$ cat src/rtl/ghn_pkg.sv
// ----------------------------------------------------------------------------
// ghn_pkg
// Shared constants, types and helpers of the gray-level histogram block.
// ----------------------------------------------------------------------------
`default_nettype none

package ghn_pkg;

    localparam int BIN_COUNT   = 256;
    localparam int COUNT_WIDTH = 21;
    localparam int BIN_W       = $clog2(BIN_COUNT);
    localparam int PIX_W       = 8;
    localparam int HEIGHT_W    = 7;
    localparam int OUT_COUNT_W = 21;
    localparam int SCALE_TOP   = 100;
    localparam int DIV_W       = COUNT_WIDTH + HEIGHT_W;
    localparam int STEP_W      = $clog2(HEIGHT_W);
    localparam int CFG_IDX_W   = 1;
    localparam int CFG_DATA_W  = 8;

    localparam logic [COUNT_WIDTH-1:0] COUNT_LIMIT = '1;

    localparam logic [CFG_IDX_W-1:0] CFG_RANGE_LOW  = 1'b0;
    localparam logic [CFG_IDX_W-1:0] CFG_RANGE_HIGH = 1'b1;

    typedef enum logic [1:0] {
        ACT_CLEAR = 2'd0,
        ACT_ACCUM = 2'd1,
        ACT_READ  = 2'd2
    } t_action;

    function automatic logic f_in_bins(input logic [PIX_W-1:0] v);
        return (int'(v) < BIN_COUNT);
    endfunction

    function automatic logic [BIN_W-1:0] f_bin_addr(input logic [PIX_W-1:0] v);
        return BIN_W'(v);
    endfunction

endpackage

`default_nettype wire

$ cat src/rtl/ghn_div.sv
// ----------------------------------------------------------------------------
// ghn_div
// Scales a count by 100 and divides it by the peak, one quotient bit a cycle.
// ----------------------------------------------------------------------------
`default_nettype none

module ghn_div import ghn_pkg::*; (
    input  wire logic                   i_clk,
    input  wire logic                   i_rst_n,
    input  wire logic                   i_start,
    input  wire logic [COUNT_WIDTH-1:0] i_count,
    input  wire logic [COUNT_WIDTH-1:0] i_peak,
    output logic                        o_done,
    output logic      [HEIGHT_W-1:0]    o_quot
);

    logic                r_busy;
    logic                r_done;
    logic [STEP_W-1:0]   r_step;
    logic [DIV_W-1:0]    r_rem;
    logic [DIV_W-1:0]    r_dvs;
    logic [HEIGHT_W-1:0] r_quot;

    logic                n_ge;
    logic [DIV_W-1:0]    n_diff;

    // count <= peak, so the quotient never exceeds 100 and fits HEIGHT_W bits
    assign n_ge   = (r_rem >= r_dvs);
    assign n_diff = r_rem - r_dvs;

    always_ff @(posedge i_clk) begin
        if (!i_rst_n) begin
            r_busy <= 1'b0;
            r_done <= 1'b0;
        end else begin
            r_done <= 1'b0;
            if (i_start) begin
                r_rem  <= DIV_W'(i_count) * DIV_W'(SCALE_TOP);
                r_dvs  <= DIV_W'(i_peak) << (HEIGHT_W - 1);
                r_step <= STEP_W'(HEIGHT_W - 1);
                r_quot <= '0;
                r_busy <= 1'b1;
            end else if (r_busy) begin
                if (n_ge) begin
                    r_rem <= n_diff;
                end
                r_quot <= {r_quot[HEIGHT_W-2:0], n_ge};
                r_dvs  <= r_dvs >> 1;
                r_step <= r_step - 1'b1;
                if (r_step == '0) begin
                    r_busy <= 1'b0;
                    r_done <= 1'b1;
                end
            end
        end
    end

    assign o_done = r_done;
    assign o_quot = r_quot;

endmodule

`default_nettype wire

$ cat config.mk
export PLATFORM = sky130hd
export DESIGN_NAME = ghn_div
export DESIGN_NICKNAME = d
export VERILOG_FILES = /design/src/rtl/ghn_pkg.sv /design/src/rtl/ghn_div.sv
export SDC_FILE = /design/constraint.sdc
export NUM_CORES = 1
export LEC_CHECK = 0
export ABC_AREA = 0
export BUFFER_PORTS_ARGS = -buffer_cell sky130_fd_sc_hd__clkbuf_2
export CAP_MARGIN = 0
export CORE_MARGIN = 2
export CORE_UTILIZATION = 45
export CTS_BUF_LIST = sky130_fd_sc_hd__clkbuf_8 sky130_fd_sc_hd__clkbuf_16
export DETAILED_ROUTE_END_ITERATION = 10
export GPL_ROUTABILITY_DRIVEN = 0
export HOLD_SLACK_MARGIN = 0.05
export SLEW_MARGIN = 10
export SYNTH_ARGS = -nofsm -noshare
export SYNTH_HDL_FRONTEND = slang
export SYNTH_SLANG_ARGS = --single-unit
$ cat constraint.sdc
create_clock -name i_clk -period 6.2 [get_ports i_clk]
set_input_delay 0.62 -clock i_clk [delete_from_list [all_inputs] [get_ports i_clk]]
set_output_delay 0.62 -clock i_clk [all_outputs]
set_load 0.05 [all_outputs]
; Word-level counts from Yosys, hierarchy flattened
; Index checks and enable logic that the tools add are counted.
[op_classes]
addsub = 2
multipliers = 1
div = 0
magnitude_cmp = 1
eq_ne = 0
shift = 0
mux = 11
bitwise_logic = 2
reduce_logical = 6
[op_table]
columns = cell, n
row1 = 28-bit 2-to-1 mux, 3
row2 = 27-bit 2-to-1 mux, 2
row3 = 28-bit by 27-bit >= comparator with 1-bit output, 1
row4 = 28-bit by 27-bit subtractor with 28-bit output, 1
row5 = "21-bit by 5-bit multiplier with 26-bit output, second input constant", 1
row6 = 7-bit 2-to-1 mux, 1
row7 = 1-bit 2-to-1 mux, 4
row8 = 2-bit nonzero test, 2
row9 = 3-bit zero test, 1
row10 = 3-bit 2-to-1 mux, 1
row11 = 3-bit AND reduction, 1
row12 = 3-bit OR reduction, 1
row13 = "3-bit by 1-bit subtractor with 3-bit output, second input constant", 1
row14 = 1-bit NOT, 2
row15 = 2-bit AND reduction, 1
[totals]
regBits = 67
latch_bits = 0
ram_bits = 0
rom_bits = 0
in_bits = 45
output_inout_bits = 8
wordCells = 31
memories = 0

; Logic depth before layout (Yosys ltp)
[depth]
word_depth = 4
ltp_mapped = 14
ltp_nobuf = 14

; Least setup slack after synthesis
; No wires, ideal clock.
[synth_timing]
path_type = register to register
from = register r_dvs[0]
to = register r_rem[0], enable pin
arrival_time_ns = 3.518
required_ns = 5.778
slack_ns = 2.259
path_stages_with_launch = 11
path_buffers = 0
synth_period_minus_slack_ns = 3.941
cell_sequence = edfxtp_1 > ha_1 > fa_1 > nor2b_1 > o21bai_1 > a31oi_1 > o21a_1 > a21oi_1 > o21a_1 > a22o_1 > a21oi_1
[synth_between]
elab_chain_len = 3
[synth_rtl]
columns = element, line_no
row1 = "start, declared", ghn_div.sv:21  ; logic [DIV_W-1:0] r_dvs;
row2 = "start signal, assigned", ghn_div.sv:39  ; r_dvs <= DIV_W'(i_peak) << (HEIGHT_W - 1);
row3 = "start signal, assigned", ghn_div.sv:48  ; r_dvs <= r_dvs >> 1;
row4 = 28-bit by 27-bit >= comparator with 1-bit output, ghn_div.sv:28  ; assign n_ge = (r_rem >= r_dvs);
row5 = 2-bit nonzero test (no source line), -
row6 = 3-bit AND reduction (no source line), -
row7 = "end signal, assigned", ghn_div.sv:38  ; r_rem <= DIV_W'(i_count) * DIV_W'(SCALE_TOP);
row8 = "end signal, assigned", ghn_div.sv:45  ; r_rem <= n_diff;
row9 = "end, declared", ghn_div.sv:20  ; logic [DIV_W-1:0] r_rem;
; Every way passes these cells.
; A chain may end at the register's enable or synchronous reset.

; Worst setup path after layout
[layout_timing]
from = input port i_count[6]
to = register r_rem[27], data pin
[layout_between]
elab_chain_len = 2
[layout_rtl]
columns = element, line_no
row1 = "start, declared", ghn_div.sv:11  ; input wire logic [COUNT_WIDTH-1:0] i_count,
row2 = 21-bit by 5-bit multiplier with 26-bit output, ghn_div.sv:38
row3 = 28-bit 2-to-1 mux, ghn_div.sv:37  ; if (i_start) begin
; Every way passes these cells.

==> impl_metrics.env <==
export IMPL_run_status="completed"
export IMPL_final_instance_count_excl_fillers=936
export IMPL_vias=4920
export IMPL_grt_util_all_layers=0.185
export IMPL_max_clock_freq_mhz=251
export IMPL_timing_final_hold_violations=0
export IMPL_synth_cells=708
export IMPL_ys_top_cells_by_area="sky130_fd_sc_hd__edfxtp_1 31%, sky130_fd_sc_hd__ha_1 19%, sky130_fd_sc_hd__inv_1 6.7%"
export IMPL_drt_iter0_drc=288
export IMPL_clkLatencyLatePin_ns=0.34
export IMPL_timing_critical_path_slowest_cell_delay_ns=0.49
export IMPL_final_power_mw=2.03
export IMPL_netlist_cell_type_count=54
export IMPL_tritoncts_clock_tree="done"
export IMPL_cts_htree_levels=3
export IMPL_r2r_cells=12
export IMPL_cp_buffers_inverters=3
export IMPL_period_share=0.642
export IMPL_buffer_cell_driving_the_clock_tree_root="sky130_fd_sc_hd__clkbuf_16"
export IMPL_hpwl_mm=10.2
export IMPL_cts_sinks=67
export IMPL_syn_avg_cell_area_um2=8.98
export IMPL_grt_antenna_before_repair=0
export IMPL_critical_path_endpoint_type="register"
export IMPL_placedCellCount=920
export IMPL_netlist_area_um2=6360
export IMPL_synth_yosys_seq_area_share=0.313
export IMPL_cts_resized_gates=0
export IMPL_routed_wl_mm=13.1
export IMPL_grt_overflow=0
export IMPL_mappedNetlistNets=866
export IMPL_fp_coreArea_um2=13800
export IMPL_setup_violators_final=0
export IMPL_grt_pass1_wl_mm=22.4
export IMPL_detailedRoute_firstPassIterationCount=4
export IMPL_antenna_diode_count=0
export IMPL_grt_setup_unrepaired="no"
export IMPL_cp_required_ns=6.27
export IMPL_fillerInstances=1308
export IMPL_detail_route_wl_per_cell_um=14.0
export IMPL_cell_accounting_for_the_most_synthesized_area="sky130_fd_sc_hd__edfxtp_1"
export IMPL_cpMostUsedCell="sky130_fd_sc_hd__ha_1"
export IMPL_worst_hold_path_type="register to register"
export IMPL_synth_async_sr_flop_share=0
export IMPL_cp_num_cells=15
export IMPL_synth_top_cell_area_share=0.307
export IMPL_synth_flop_cell="sky130_fd_sc_hd__edfxtp_1"
export IMPL_clock_tree_buffer_depth=2
export IMPL_setup_worst_path_start="i_count[6]"
export IMPL_floorplan_initialDensity=0.460
export IMPL_worstPathCellList="clkbuf_2 > ha_1 > ha_1 > inv_1 > fa_1 > inv_1 > ha_1 > a21oi_1 > nor2_1 > o41ai_1 > a21oi_1 > or2_1 > a221oi_1 > xor2_1 > mux2i_1"
export IMPL_inserted_clock_buffers=9
export IMPL_fp_dieH_um=123
export IMPL_arrival_ns=4.05
export IMPL_synth_most_common_cell="sky130_fd_sc_hd__inv_1"
export IMPL_ys_warns=0
export IMPL_worst_pin_slew_ns=0.568
export IMPL_ctsHoldBuffers=0
export IMPL_pin_count_of_the_biggest_net_entering_global_routing=65
export IMPL_viasPerCell=5.26
export IMPL_drc=0
export IMPL_timing_final_crit_period_ns=3.98
export IMPL_holdCritStartpoint="r_busy"
export IMPL_static_leakage_power_nw=3.40
export IMPL_vias_in_the_first_global_route=4846
export IMPL_power_per_cell_area_nw_per_um2=288
export IMPL_finalCoreUtilization=0.510
export IMPL_syn2layout_area_growth_pct=11.0
export IMPL_critical_path_slowest_cell="sky130_fd_sc_hd__fa_1"
export IMPL_timing_max_transition_violations_final=0
export IMPL_drt_antenna_violating_nets=0
export IMPL_port_buffer_count=52
export IMPL_path_delay_family="adder cells"
export IMPL_die_area_um2=15100
export IMPL_reg_to_reg_setup_timing_slack_ns=2.85
export IMPL_hold_path_cell_count=1
export IMPL_die_width_um=123
export IMPL_setup_worst_path_class="input pin to register"
export IMPL_number_of_flops_mapped_to_enable_cells_by_yosys=65
export IMPL_slew_limit_headroom=0.621
export IMPL_floorplan_rows=43
export IMPL_yosys_register_bits=67
export IMPL_crit_path_start_kind="input pin"
export IMPL_post_route_cells_drive_above_1_share=0.106
export IMPL_clock_skew_final_ns=0.00716
export IMPL_holdWs_ns=0.470
export IMPL_timing_critical_path_fanout_max=6
export IMPL_synth_cells_most_frequent="114 x sky130_fd_sc_hd__inv_1, 96 x sky130_fd_sc_hd__ha_1, 65 x sky130_fd_sc_hd__edfxtp_1, 65 x sky130_fd_sc_hd__nand2_1, 53 x sky130_fd_sc_hd__o21ai_0"
export IMPL_setup_tns_ns=0
export IMPL_post_cts_setup_buffer_count=0
export IMPL_vdd_ir_drop_max_mv=0.127
export IMPL_nNetsFinal=909
export IMPL_worst_r2r_startpoint="r_rem[0]"
export IMPL_drv_cap=0
export IMPL_top_level_ports=53
export IMPL_clkSlewWorstSetupHoldPaths_ns=0.05
## final timing paths
| check | to |
|---|---|
| worst min-delay path | o_done |
| worst max register to register | r_rem[24] |
| worst max-delay path | r_rem[27] |
| worst min register to register | o_done |
## cells in the final DEF (no fill, tap or decap), types with 3 or more instances in the layout
| cell | instances |
|---|---|
| sky130_fd_sc_hd__o21ai_0 | 53 |
| sky130_fd_sc_hd__ha_1 | 96 |
| sky130_fd_sc_hd__or3_1 | 4 |
| sky130_fd_sc_hd__nand2b_1 | 3 |
| sky130_fd_sc_hd__nand3_1 | 6 |
| sky130_fd_sc_hd__o21a_1 | 5 |
| sky130_fd_sc_hd__o21bai_1 | 8 |
| sky130_fd_sc_hd__a21o_1 | 22 |
| sky130_fd_sc_hd__nand4_1 | 9 |
| sky130_fd_sc_hd__fa_1 | 17 |
| sky130_fd_sc_hd__xnor2_1 | 24 |
| sky130_fd_sc_hd__inv_1 | 116 |
| sky130_fd_sc_hd__nand2_1 | 65 |
| sky130_fd_sc_hd__nor3_1 | 4 |
| sky130_fd_sc_hd__mux2i_1 | 3 |
| sky130_fd_sc_hd__nor2_1 | 39 |
| sky130_fd_sc_hd__buf_4 | 4 |
| sky130_fd_sc_hd__and3_1 | 8 |
| sky130_fd_sc_hd__and2_1 | 3 |
| sky130_fd_sc_hd__o31ai_1 | 4 |
| sky130_fd_sc_hd__clkbuf_2 | 52 |
| sky130_fd_sc_hd__o21ai_1 | 7 |
| sky130_fd_sc_hd__a211oi_1 | 7 |
| sky130_fd_sc_hd__xor2_1 | 16 |
| sky130_fd_sc_hd__clkbuf_16 | 9 |
| sky130_fd_sc_hd__a21oi_1 | 49 |
| sky130_fd_sc_hd__a31oi_1 | 8 |
| sky130_fd_sc_hd__edfxtp_1 | 65 |
| sky130_fd_sc_hd__nor2b_1 | 11 |
| sky130_fd_sc_hd__o211ai_1 | 4 |
## metal layers
metal | vias to the layer above | share of wire | track usage
met5 | - | 0 | 0
met4 | 0 | 0.018 | 0.0661
met3 | 19 | 0.045 | 0.0172
met2 | 117 | 0.43 | 0.292
met1 | 2247 | 0.51 | 0.265
li1 | 2537 | - | -
## metrics by stage
stage / setup WS (ns) / instance area (um2)
finish: 2.22 / 7060
global placement: 1.94 / 6770
floorplan: 2.26 / 6360
global route: 1.96 / 7060
CTS: 2.24 / 7060
detailed placement: 1.92 / 6770
## area by class of cell
| cell class | count | area [um2] | share of cell area |
|---|---|---|---|
| Multi-Input combinational cell | 503 | 3830 | 0.543 |
| Timing Repair Buffer | 56 | 290 | 0.0411 |
| Clock inverter | 7 | 61.3 | 0.00869 |
| Inverter | 114 | 428 | 0.0606 |
| Clock buffer | 9 | 225 | 0.0319 |
| Tap cell | 180 | 225 | 0.0319 |
| Sequential cell | 67 | 1990 | 0.282 |
## state kept, by name, summed over array words and instances (netlist names)
| name | count |
|---|---|
| r_busy | 1 |
| r_dvs | 27 |
| o_done | 1 |
| r_rem | 28 |
| o_quot | 7 |
| r_step | 3 |
## report_power, final
group / leakage [nW] / internal (mW) / switching (mW)
Sequential: 0.637 / 0.576 / 0.0161
Clock: 0.143 / 0.306 / 0.192
Combinational: 2.62 / 0.389 / 0.550
## cell families after synthesis
family                     Yosys count  share of synthesized area
adders and majority gates          113                      0.242
xor gates and xnor gates            40                     0.0551
buffers and inverters              138                     0.0840
DFF                                 67                      0.313
and+or+nand+nor                    157                      0.112
muxes                                3                    0.00472
AOI/OAI and AO/OA                  190                      0.188
## worst reg2reg max path, delay by kind of cell (launching register included)
family          cells  cell delay (ns)
buf+inv             2             0.42
fa+ha+maj           2             0.63
compound gates      7             1.45
simple gates        1             0.16
flops               1             0.33
No activity file was read; power rests on OpenSTA's default activity.
