<file path="src/rtl/ghn_ram.sv">
// ----------------------------------------------------------------------------
// ghn_ram
// Generic single-write, single-read RAM with registered read data.
// ----------------------------------------------------------------------------
`default_nettype none

module ghn_ram #(
    parameter int WIDTH = 8,
    parameter int DEPTH = 16
) (
    input  wire logic                     i_clk,
    input  wire logic                     i_we,
    input  wire logic [$clog2(DEPTH)-1:0] i_waddr,
    input  wire logic [WIDTH-1:0]         i_wdata,
    input  wire logic                     i_re,
    input  wire logic [$clog2(DEPTH)-1:0] i_raddr,
    output logic      [WIDTH-1:0]         o_rdata
);

    logic [WIDTH-1:0] r_mem [DEPTH];
    logic [WIDTH-1:0] r_rdata;

    always_ff @(posedge i_clk) begin
        if (i_we) begin
            r_mem[i_waddr] <= i_wdata;
        end
        if (i_re) begin
            r_rdata <= r_mem[i_raddr];
        end
    end

    assign o_rdata = r_rdata;

endmodule

`default_nettype wire

</file>
<file path="config.mk">
export PLATFORM = sky130hd
export DESIGN_NAME = ghn_ram
export DESIGN_NICKNAME = d
export VERILOG_FILES = /design/src/rtl/ghn_ram.sv
export SDC_FILE = /design/constraint.sdc
export NUM_CORES = 1
export LEC_CHECK = 0
export ABC_AREA = 1
export BUFFER_PORTS_ARGS = -buffer_cell sky130_fd_sc_hd__buf_4
export CORE_ASPECT_RATIO = 1.2
export CORE_MARGIN = 2
export CORE_UTILIZATION = 40
export DETAILED_ROUTE_END_ITERATION = 6
export HOLD_SLACK_MARGIN = 0.03
export PLACE_DENSITY = 0.68
export SYNTH_ARGS = -nofsm -noshare
export SYNTH_HDL_FRONTEND = slang
export SYNTH_SLANG_ARGS = --single-unit
</file>
<file path="constraint.sdc">
create_clock -name i_clk -period 1.31 [get_ports i_clk]
set_input_delay 0.0655 -clock i_clk [delete_from_list [all_inputs] [get_ports i_clk]]
set_output_delay 0.0655 -clock i_clk [all_outputs]
set_load 0.01 [all_outputs]
</file>
* After elaboration in Yosys (flattened, before gate mapping) *
Memories as Yosys holds them, arrays and structs flattened. A register that Yosys moved wholly into a read port is not among the register bits.
Index checks and enable logic that the tools add are counted.

cells by class
  mux-type cells = 2

operator list
  cell              number
  1-bit 2-to-1 mux  2

word-level totals
  output and inout bits = 8
  bits in registers = 0
  memories = 1
  input bits = 19
  word-level logic and storage cells = 3
  bits in writable memories = 128

memory list
  name   words  bits a word  read ports  clocked after memory_dff  wr ports  RTL line  RTL
  r_mem  16     8            1           1                         1         20        logic [WIDTH-1:0] r_mem [DEPTH];

* Depth between registers and ports, before layout *
Gate-level depths: netlist of run 1.

  depth in word-level cells = 2
  depth in mapped cells = 8
  mapped depth without buffers = 7

* Worst setup path before layout of run 1 *
OpenSTA, ideal clock, no wires.

  path type = input to register
  from = input port i_waddr[2]
  to = memory r_mem[10][0], enable pin
  path slack = 0.294 ns
  data arrival time = 0.646 ns
  cell stages on the path = 2
  setup time = 0.370 ns
  data required time = 0.940 ns
  path through = nand3b_1 -> nor2_1

RTL lines
  element      RTL line  RTL
  from (decl)  13        input wire logic [$clog2(DEPTH)-1:0] i_waddr,
  to (decl)    20

No word-level cell before the write port.

==> impl_summary.log, run 1 <==
INFO  metric clock_power_share = 43.7%
INFO  metric hold_slack = 0.261 ns
INFO  metric relSlewSlack = 59.7%
INFO  metric path_cells = inv_1, nand2_1, nand3_1, nand3_1, nand3_1, nand2_1
INFO  metric reg2reg_slack = 0.16 ns
INFO  metric crit-reg2reg-launch = r_mem[5][4]
INFO  metric fin_crit_sh = 87.7%
INFO  metric floorplan_core_area = 14400 um^2
INFO  metric finalHoldViolCount = 0
INFO  metric via_per_inst = 4.90
INFO  metric min_delay_path_depth = 5
INFO  metric seq_area_frac_synth = 69.8%
INFO  metric total_track_usage = 17.9%
INFO  metric layout-area-overhead-vs-synth = 19.1%
INFO  metric drt-wirelength-per-cell = 16.3 um
INFO  metric place.detailed.hpwl = 8350 um
INFO  metric cp_top_family = simple AND/OR/NAND/NOR gates
INFO  metric tritoncts = done
INFO  metric die_h = 136 um
INFO  metric setup.worst_path.class = reg2reg
INFO  metric post_synth_inst_count = 551
INFO  metric period_needed = 1.15 ns
INFO  metric reg2reg_depth = 6
INFO  metric p_total = 0.00995 W
INFO  metric switching_power = 0.00206 W
INFO  metric post_synth_instance_area = 5850 um^2
INFO  metric gr-total-overflow = 0
INFO  metric postSynthRegisterBits = 136
INFO  metric slowest_delay = 0.36 ns
INFO  metric gpl.final_weighted_congestion = 0.860
INFO  metric layout.cells.most_common = nand2_1
INFO  metric netlist.top_cell.by_area = edfxtp_1
INFO  metric instances_no_fill = 792
INFO  metric clk-insertion-delay-late = 0.41 ns
INFO  metric route.detailed.drc = 0
INFO  metric grt_pass1_vias = 3841
INFO  metric setup_viol_count_final = 0
INFO  metric cap_violations = 0
INFO  metric achievable-frequency = 0.871 GHz
INFO  metric drt_iter0_drc = 357
INFO  metric hold_path_end = o_rdata[3]
INFO  metric cell_variety_after_synth = 11
INFO  metric hold_path.startpoint = i_raddr[1]
INFO  metric drt_pass1_iterations = 6
INFO  metric syn-mean-instance-area = 10.6 um^2
INFO  metric path_class_of_the_lowest_slack_min_delay_path = in2reg
INFO  metric share_seq_of_total_power = 49.6%
INFO  metric critical_path.endpoint_type = flop
INFO  metric floorplan.initialDensity = 40.7%
INFO  metric grt_first_pass_wirelength = 20300 um
INFO  metric numCtsBuffers = 17
INFO  metric detail-route-antenna-nets = 0
INFO  metric peakVddDrop = 672 uV
INFO  metric post_synth_main_area_contributors = edfxtp_1 70%, nand2_1 11%, nand3_1 8.3%
INFO  metric largest_net_degree_at_the_start_of_global_routing = 65
INFO  metric timing.clock.skew = 0.00596 ns
INFO  metric timing.critical_path.required = 1.47 ns
INFO  metric r2r_end = o_rdata[4]
INFO  metric outcome = completed
INFO  metric antennaDiodeCount = 0
INFO  metric fraction_of_power_consumed_by_combinational_cells = 6.7%
INFO  metric arrival = 1.30 ns
INFO  metric fp.dieArea = 15600 um^2
INFO  metric post-place-cells = 751
INFO  metric place.port_buffers = 26
INFO  metric internal_power = 0.00789 W
INFO  metric die_width = 114 um
INFO  metric max-clock-path-buffers = 2
INFO  metric cts_setup_buffers = 0
INFO  metric placement_rows = 48
INFO  metric post_route_cells_drive_above_1_share = 12.2%
INFO  metric critical_path.n_buffers_inverters = 1
INFO  metric leakage = 2.99 nW
INFO  metric postLayoutCoreUtil = 48.5%
INFO  metric cts-htree-levels = 4
INFO  metric vias = 3884
INFO  metric fin_nets = 624
INFO  metric final_max_slew_viol_count = 0
INFO  metric routed_wl = 12900 um
INFO  metric critPathSlowestCell = edfxtp_1
INFO  metric n_fill_cell = 1274
INFO  metric cts.clk_slew.worst_paths = 0.05 ns
INFO  metric clock-root-buffer = clkbuf_16
INFO  metric proportion_of_netlist_area_held_by_the_largest_area_contributor = 69.8%
INFO  metric syn_nets = 570
INFO  metric setup-tns-final = 0 ns
INFO  metric critPathMostFrequentCell = nand3_1
INFO  metric critPathMaxFanout = 1
INFO  metric ys_warn_count = 0
INFO  metric p_per_area = 1430 nW/um^2
INFO  metric grt_setup_unrepaired = no
INFO  metric initial_antenna_violation_count = 0
INFO  metric tightestPinTransition = 0.604 ns
INFO  metric top_level_ports = 27
INFO  metric mostFrequentLayoutCells = 173 x nand2_1, 136 x edfxtp_1, 100 x inv_1
INFO  metric crit_path_start_kind = flop
INFO  metric sw_frac_of_total = 20.7%
INFO  metric cts.sink_count = 136
## registers in the layout, summed over array words and instances, names as in the netlist
register / flops
o_rdata: 8
r_mem: 128
## area by class of cell
class                      instances  area [um^2]  area share [%]
tap                              175          219            3.15
multi-input combinational        289         1210            17.4
timing repair buffer              59          518            7.44
inverter                         102          383            5.50
clock inverter                    11          108            1.55
sequential                       136         4080            58.7
clock buffer                      20          437            6.27
## timing repair
| item | CTS | global route |
|---|---|---|
| gates resized for setup | 0 | 0 |
| hold buffers | 10 | 0 |
| endpoints found under the hold margin | 115 | 0 |
## cell families (layout without fill, tap and decap cells)
kind of cell | after synthesis | in the layout | share of synthesized area (%)
AND/OR/NAND/NOR | 289 | 289 | 20.8
flip-flops | 136 | 136 | 69.8
buffers and inverters | 126 | 192 | 9.39
## synth_stat cells
library cell,n
inv_1,100
edfxtp_1,136
nand3_1,97
nor2_1,17
nand3b_1,2
buf_4,4
buf_1,1
nand2_1,173
buf_6,6
buf_2,13
inv_2,2
## worst register-to-register path: stages, from the launching register on
cell	delay, ns
edfxtp_1	0.36
inv_1	0.06
nand2_1	0.05
nand3_1	0.12
nand3_1	0.12
nand3_1	0.13
nand2_1	0.07
## how the worst max path moves through the flow
stage | startpoint | end | slack [ns] | cells past startpoint
floorplan | i_waddr[2] | r_mem[10][0] | 0.29 | 2
global placement | i_raddr[0] | o_rdata[2] | -0.006 | 8
detailed placement | i_raddr[1] | o_rdata[4] | -0.07 | 6
CTS | r_mem[5][4] | o_rdata[4] | 0.15 | 6
global route | r_mem[5][1] | o_rdata[1] | 0.09 | 6
finish | r_mem[5][4] | o_rdata[4] | 0.16 | 6
## power by group through the flow
stage / Combinational (W) / Sequential [W] / Clock, W
2_1_floorplan: 0.000344 / 0.00503 / 0
3_3_place_gp: 0.000631 / 0.00502 / 0
3_5_place_dp: 0.000642 / 0.00502 / 0
4_1_cts: 0.000668 / 0.00493 / 0.00442
5_1_grt: 0.000736 / 0.00494 / 0.00461
6_report: 0.000663 / 0.00494 / 0.00435
## metal layers
layer / vias to the layer above / global-route usage (%) / share of wire, %
met5: - / 0 / 0
met4: 0 / 8.88 / 3.7
met3: 28 / 4.32 / 5.3
met2: 138 / 29.9 / 49
met1: 1830 / 21.6 / 42
li1: 1888 / - / -
## per-stage QoR
stage / cell area, um^2 / setup slack [ns]
after floorplan: 5850 / 0.294
after global placement: 6320 / -0.00590
final: 6960 / 0.162
after global routing: 6960 / 0.0871
after CTS: 6960 / 0.152
after detailed placement: 6320 / -0.0700
Note: power is estimated with default switching activity, not from simulation.
==> inputs of run 2 (changes only) <==
--- a/config.mk
+++ b/config.mk
@@ -10,8 +10,10 @@
 export CORE_ASPECT_RATIO = 1.2
 export CORE_MARGIN = 2
 export CORE_UTILIZATION = 40
+export CTS_BUF_LIST = sky130_fd_sc_hd__clkbuf_4
 export DETAILED_ROUTE_END_ITERATION = 6
 export HOLD_SLACK_MARGIN = 0.03
+export MAX_ROUTING_LAYER = met4
 export PLACE_DENSITY = 0.68
 export SYNTH_ARGS = -nofsm -noshare
 export SYNTH_HDL_FRONTEND = slang
==> constraint.sdc (replaced) <==
create_clock -name i_clk -period 1.21 [get_ports i_clk]
set_input_delay 0.0605 -clock i_clk [delete_from_list [all_inputs] [get_ports i_clk]]
set_output_delay 0.0605 -clock i_clk [all_outputs]
set_load 0.01 [all_outputs]
==> impl_summary.log, run 2 (synthesized netlist as in run 1, its figures left out) <==
INFO  metric cts.sink_count = 136 (unchanged)
INFO  metric initial_antenna_violation_count = 1 (+1)
INFO  metric period_needed = 1.19 ns
INFO  metric cap_violations = 0 (unchanged)
INFO  metric floorplan.initialDensity = 40.7% (unchanged)
INFO  metric largest_net_degree_at_the_start_of_global_routing = 38 (-42%)
INFO  metric vias = 3873 (-0.28%)
INFO  metric leakage = 2.95 nW (-1.4%)
INFO  metric dpl_cell_area = 6370 um^2 (+0.87%)
INFO  metric route.detailed.drc = 0 (unchanged)
INFO  metric die_width = 114 um (unchanged)
INFO  metric die_h = 136 um (unchanged)
INFO  metric numCtsBuffers = 17 (unchanged)
INFO  metric place.detailed.hpwl = 8210 um (-1.8%)
INFO  metric total_track_usage = 18.1% (+0.25 points)
INFO  metric gpl.final_weighted_congestion = 0.824 (-4.2%)
INFO  metric critical_path.endpoint_type = output port
INFO  metric timing.critical_path.required = 1.15 ns (-0.32 ns)
INFO  metric post_route_cells_drive_above_1_share = 14.0% (+1.8 points)
INFO  metric fin_nets = 628 (+0.64%)
INFO  metric layout.cells.most_common = nand2_1
INFO  metric drt_pass1_iterations = 5 (-1)
INFO  metric critPathSlowestCell = edfxtp_1
INFO  metric cts_setup_buffers = 0 (unchanged)
INFO  metric timing.clock.skew = 0.0182 ns (+0.0122 ns)
INFO  metric setup-tns-final = 0 ns (unchanged)
INFO  metric fraction_of_power_consumed_by_combinational_cells = 7.8% (+1.1 points)
INFO  metric path_class_of_the_lowest_slack_min_delay_path = in2reg
INFO  metric arrival = 1.13 ns (-0.17 ns)
INFO  metric worst_setup_path_startpoint = o_rdata[1]
INFO  metric critPathMaxFanout = 1 (unchanged)
INFO  metric n_fill_cell = 1278 (+0.31%)
INFO  metric final_max_slew_viol_count = 0 (unchanged)
INFO  metric peakVddDrop = 743 uV (+10%)
INFO  metric clk-insertion-delay-late = 0.53 ns (+0.12 ns)
INFO  metric detail-route-antenna-nets = 0 (unchanged)
INFO  metric finalHoldViolCount = 0 (unchanged)
INFO  metric via_per_inst = 4.85 (-1.0%)
INFO  metric tightestPinTransition = 0.598 ns (-0.00577 ns)
INFO  metric clock-root-buffer = clkbuf_4
INFO  metric critical_path.n_buffers_inverters = 1 (unchanged)
INFO  metric switching_power = 0.00209 W (+1.3%)
INFO  metric relSlewSlack = 60.1% (+0.38 points)
INFO  metric cts-htree-levels = 4 (unchanged)
INFO  metric gr-total-overflow = 0 (unchanged)
INFO  metric p_per_area = 1390 nW/um^2 (-2.7%)
INFO  metric largest_register_ff_count = 128 (unchanged)
INFO  metric drt_iter0_drc = 334 (-6.4%)
INFO  metric share_seq_of_total_power = 56.0% (+6.4 points)
INFO  metric placement_rows = 48 (unchanged)
INFO  metric largest_register = r_mem
INFO  metric path_cells = buf_6
INFO  metric setup_viol_count_final = 0 (unchanged)
INFO  metric floorplan_core_area = 14400 um^2 (unchanged)
INFO  metric outcome = completed
INFO  metric setup.worst_path.class = reg2out
INFO  metric crit_path_start_kind = flop
INFO  metric grt_first_pass_wirelength = 20000 um (-1.5%)
INFO  metric max-clock-path-buffers = 2 (unchanged)
INFO  metric routed_wl = 12800 um (-0.97%)
INFO  metric internal_power = 0.00742 W (-5.9%)
INFO  metric place.port_buffers = 26 (unchanged)
INFO  metric cts.clk_slew.worst_paths = 0.12 ns (+0.07 ns)
INFO  metric grt_pass1_vias = 3865 (+0.62%)
INFO  metric clock_power_share = 36.2% (-7.5 points)
INFO  metric tritoncts = done
INFO  metric sw_frac_of_total = 21.9% (+1.2 points)
INFO  metric grt_setup_unrepaired = yes
INFO  metric fin_crit_sh = 98.3%
INFO  metric top_level_ports = 27 (unchanged)
INFO  metric achievable-frequency = 0.841 GHz
INFO  metric slowest_delay = 0.46 ns (+0.10 ns)
INFO  metric drt-wirelength-per-cell = 16.1 um (-1.7%)
INFO  metric fin_area = 6840 um^2 (-1.7%)
INFO  metric crit-reg2reg-launch = r_mem[0][3]
INFO  metric hold_path.startpoint = i_raddr[2]
INFO  metric fp.dieArea = 15600 um^2 (unchanged)
INFO  metric cp_top_family = flip-flops
INFO  metric layout-area-overhead-vs-synth = 17.0%
INFO  metric mostFrequentLayoutCells = 173 x nand2_1, 136 x edfxtp_1, 100 x inv_1
run 2: worst paths after layout:
check | end | slack, ns | cells past startpoint
worst min-delay path | o_rdata[5] | 0.12 | 6
worst max-delay path | o_rdata[1] | 0.02 | 1
worst max register to register | o_rdata[3] | 0.08 | 6
worst min register to register | o_rdata[5] | 0.76 | 6
run 2: area by class of cell:
class	count	area [um^2]	area share [%]
sequential	136	4080	59.7
multi-input combinational	289	1230	18.0
timing repair buffer	63	584	8.54
inverter	102	383	5.60
tap	175	219	3.20
clock inverter	14	204	2.98
clock buffer	18	135	1.98
antenna	1	2.50	0.0366
run 2: power groups by stage:
| stage | Combinational, W | Sequential, W | Clock (W) |
|---|---|---|---|
| 2_1_floorplan | 0.000372 | 0.00544 | 0 |
| 3_3_place_gp | 0.000697 | 0.00543 | 0 |
| 3_5_place_dp | 0.000709 | 0.00544 | 0 |
| 4_1_cts | 0.000746 | 0.00533 | 0.00351 |
| 5_1_grt | 0.000822 | 0.00534 | 0.00367 |
| 6_report | 0.000742 | 0.00533 | 0.00344 |
run 2: timing repair:
action	4_1_cts	5_1_grt
endpoints found under the hold margin	144	0
gates cloned	0	0
hold buffers	10	0
endpoints found under the setup margin	3	3
gates resized for setup	3	3
run 2: worst register-to-register path: cells and delay by family (launching register included):
family | cells | cell delay (ns)
simple gates | 5 | 0.47
flops | 1 | 0.39
buf+inv | 1 | 0.06
run 2: layer usage:
| metal | track usage, % | part of all wire (%) | vias up |
|---|---|---|---|
| met4 | 7.32 | 1.8 | 0 |
| met3 | 3.92 | 4.9 | 15 |
| met5 | - | 0 | - |
| met1 | 20.2 | 40 | 1846 |
| li1 | - | - | 1895 |
| met2 | 31.5 | 53 | 117 |
run 2: stage by stage:
step / total power (W) / std cells / hold WS (ns) / setup slack (ns) / utilization [%]
after detailed placement: 0.00615 / 755 / 0.372 / -0.0861 / 44.4
final: 0.00951 / 798 / 0.124 / 0.0210 / 47.7
after floorplan: 0.00581 / 551 / 0.159 / 0.199 / -
after CTS: 0.00958 / 797 / 0.0837 / -0.0374 / 47.5
after global placement: 0.00613 / 755 / 0.375 / -0.0704 / 44.4
after global routing: 0.00983 / 798 / 0.139 / -0.0444 / 47.7
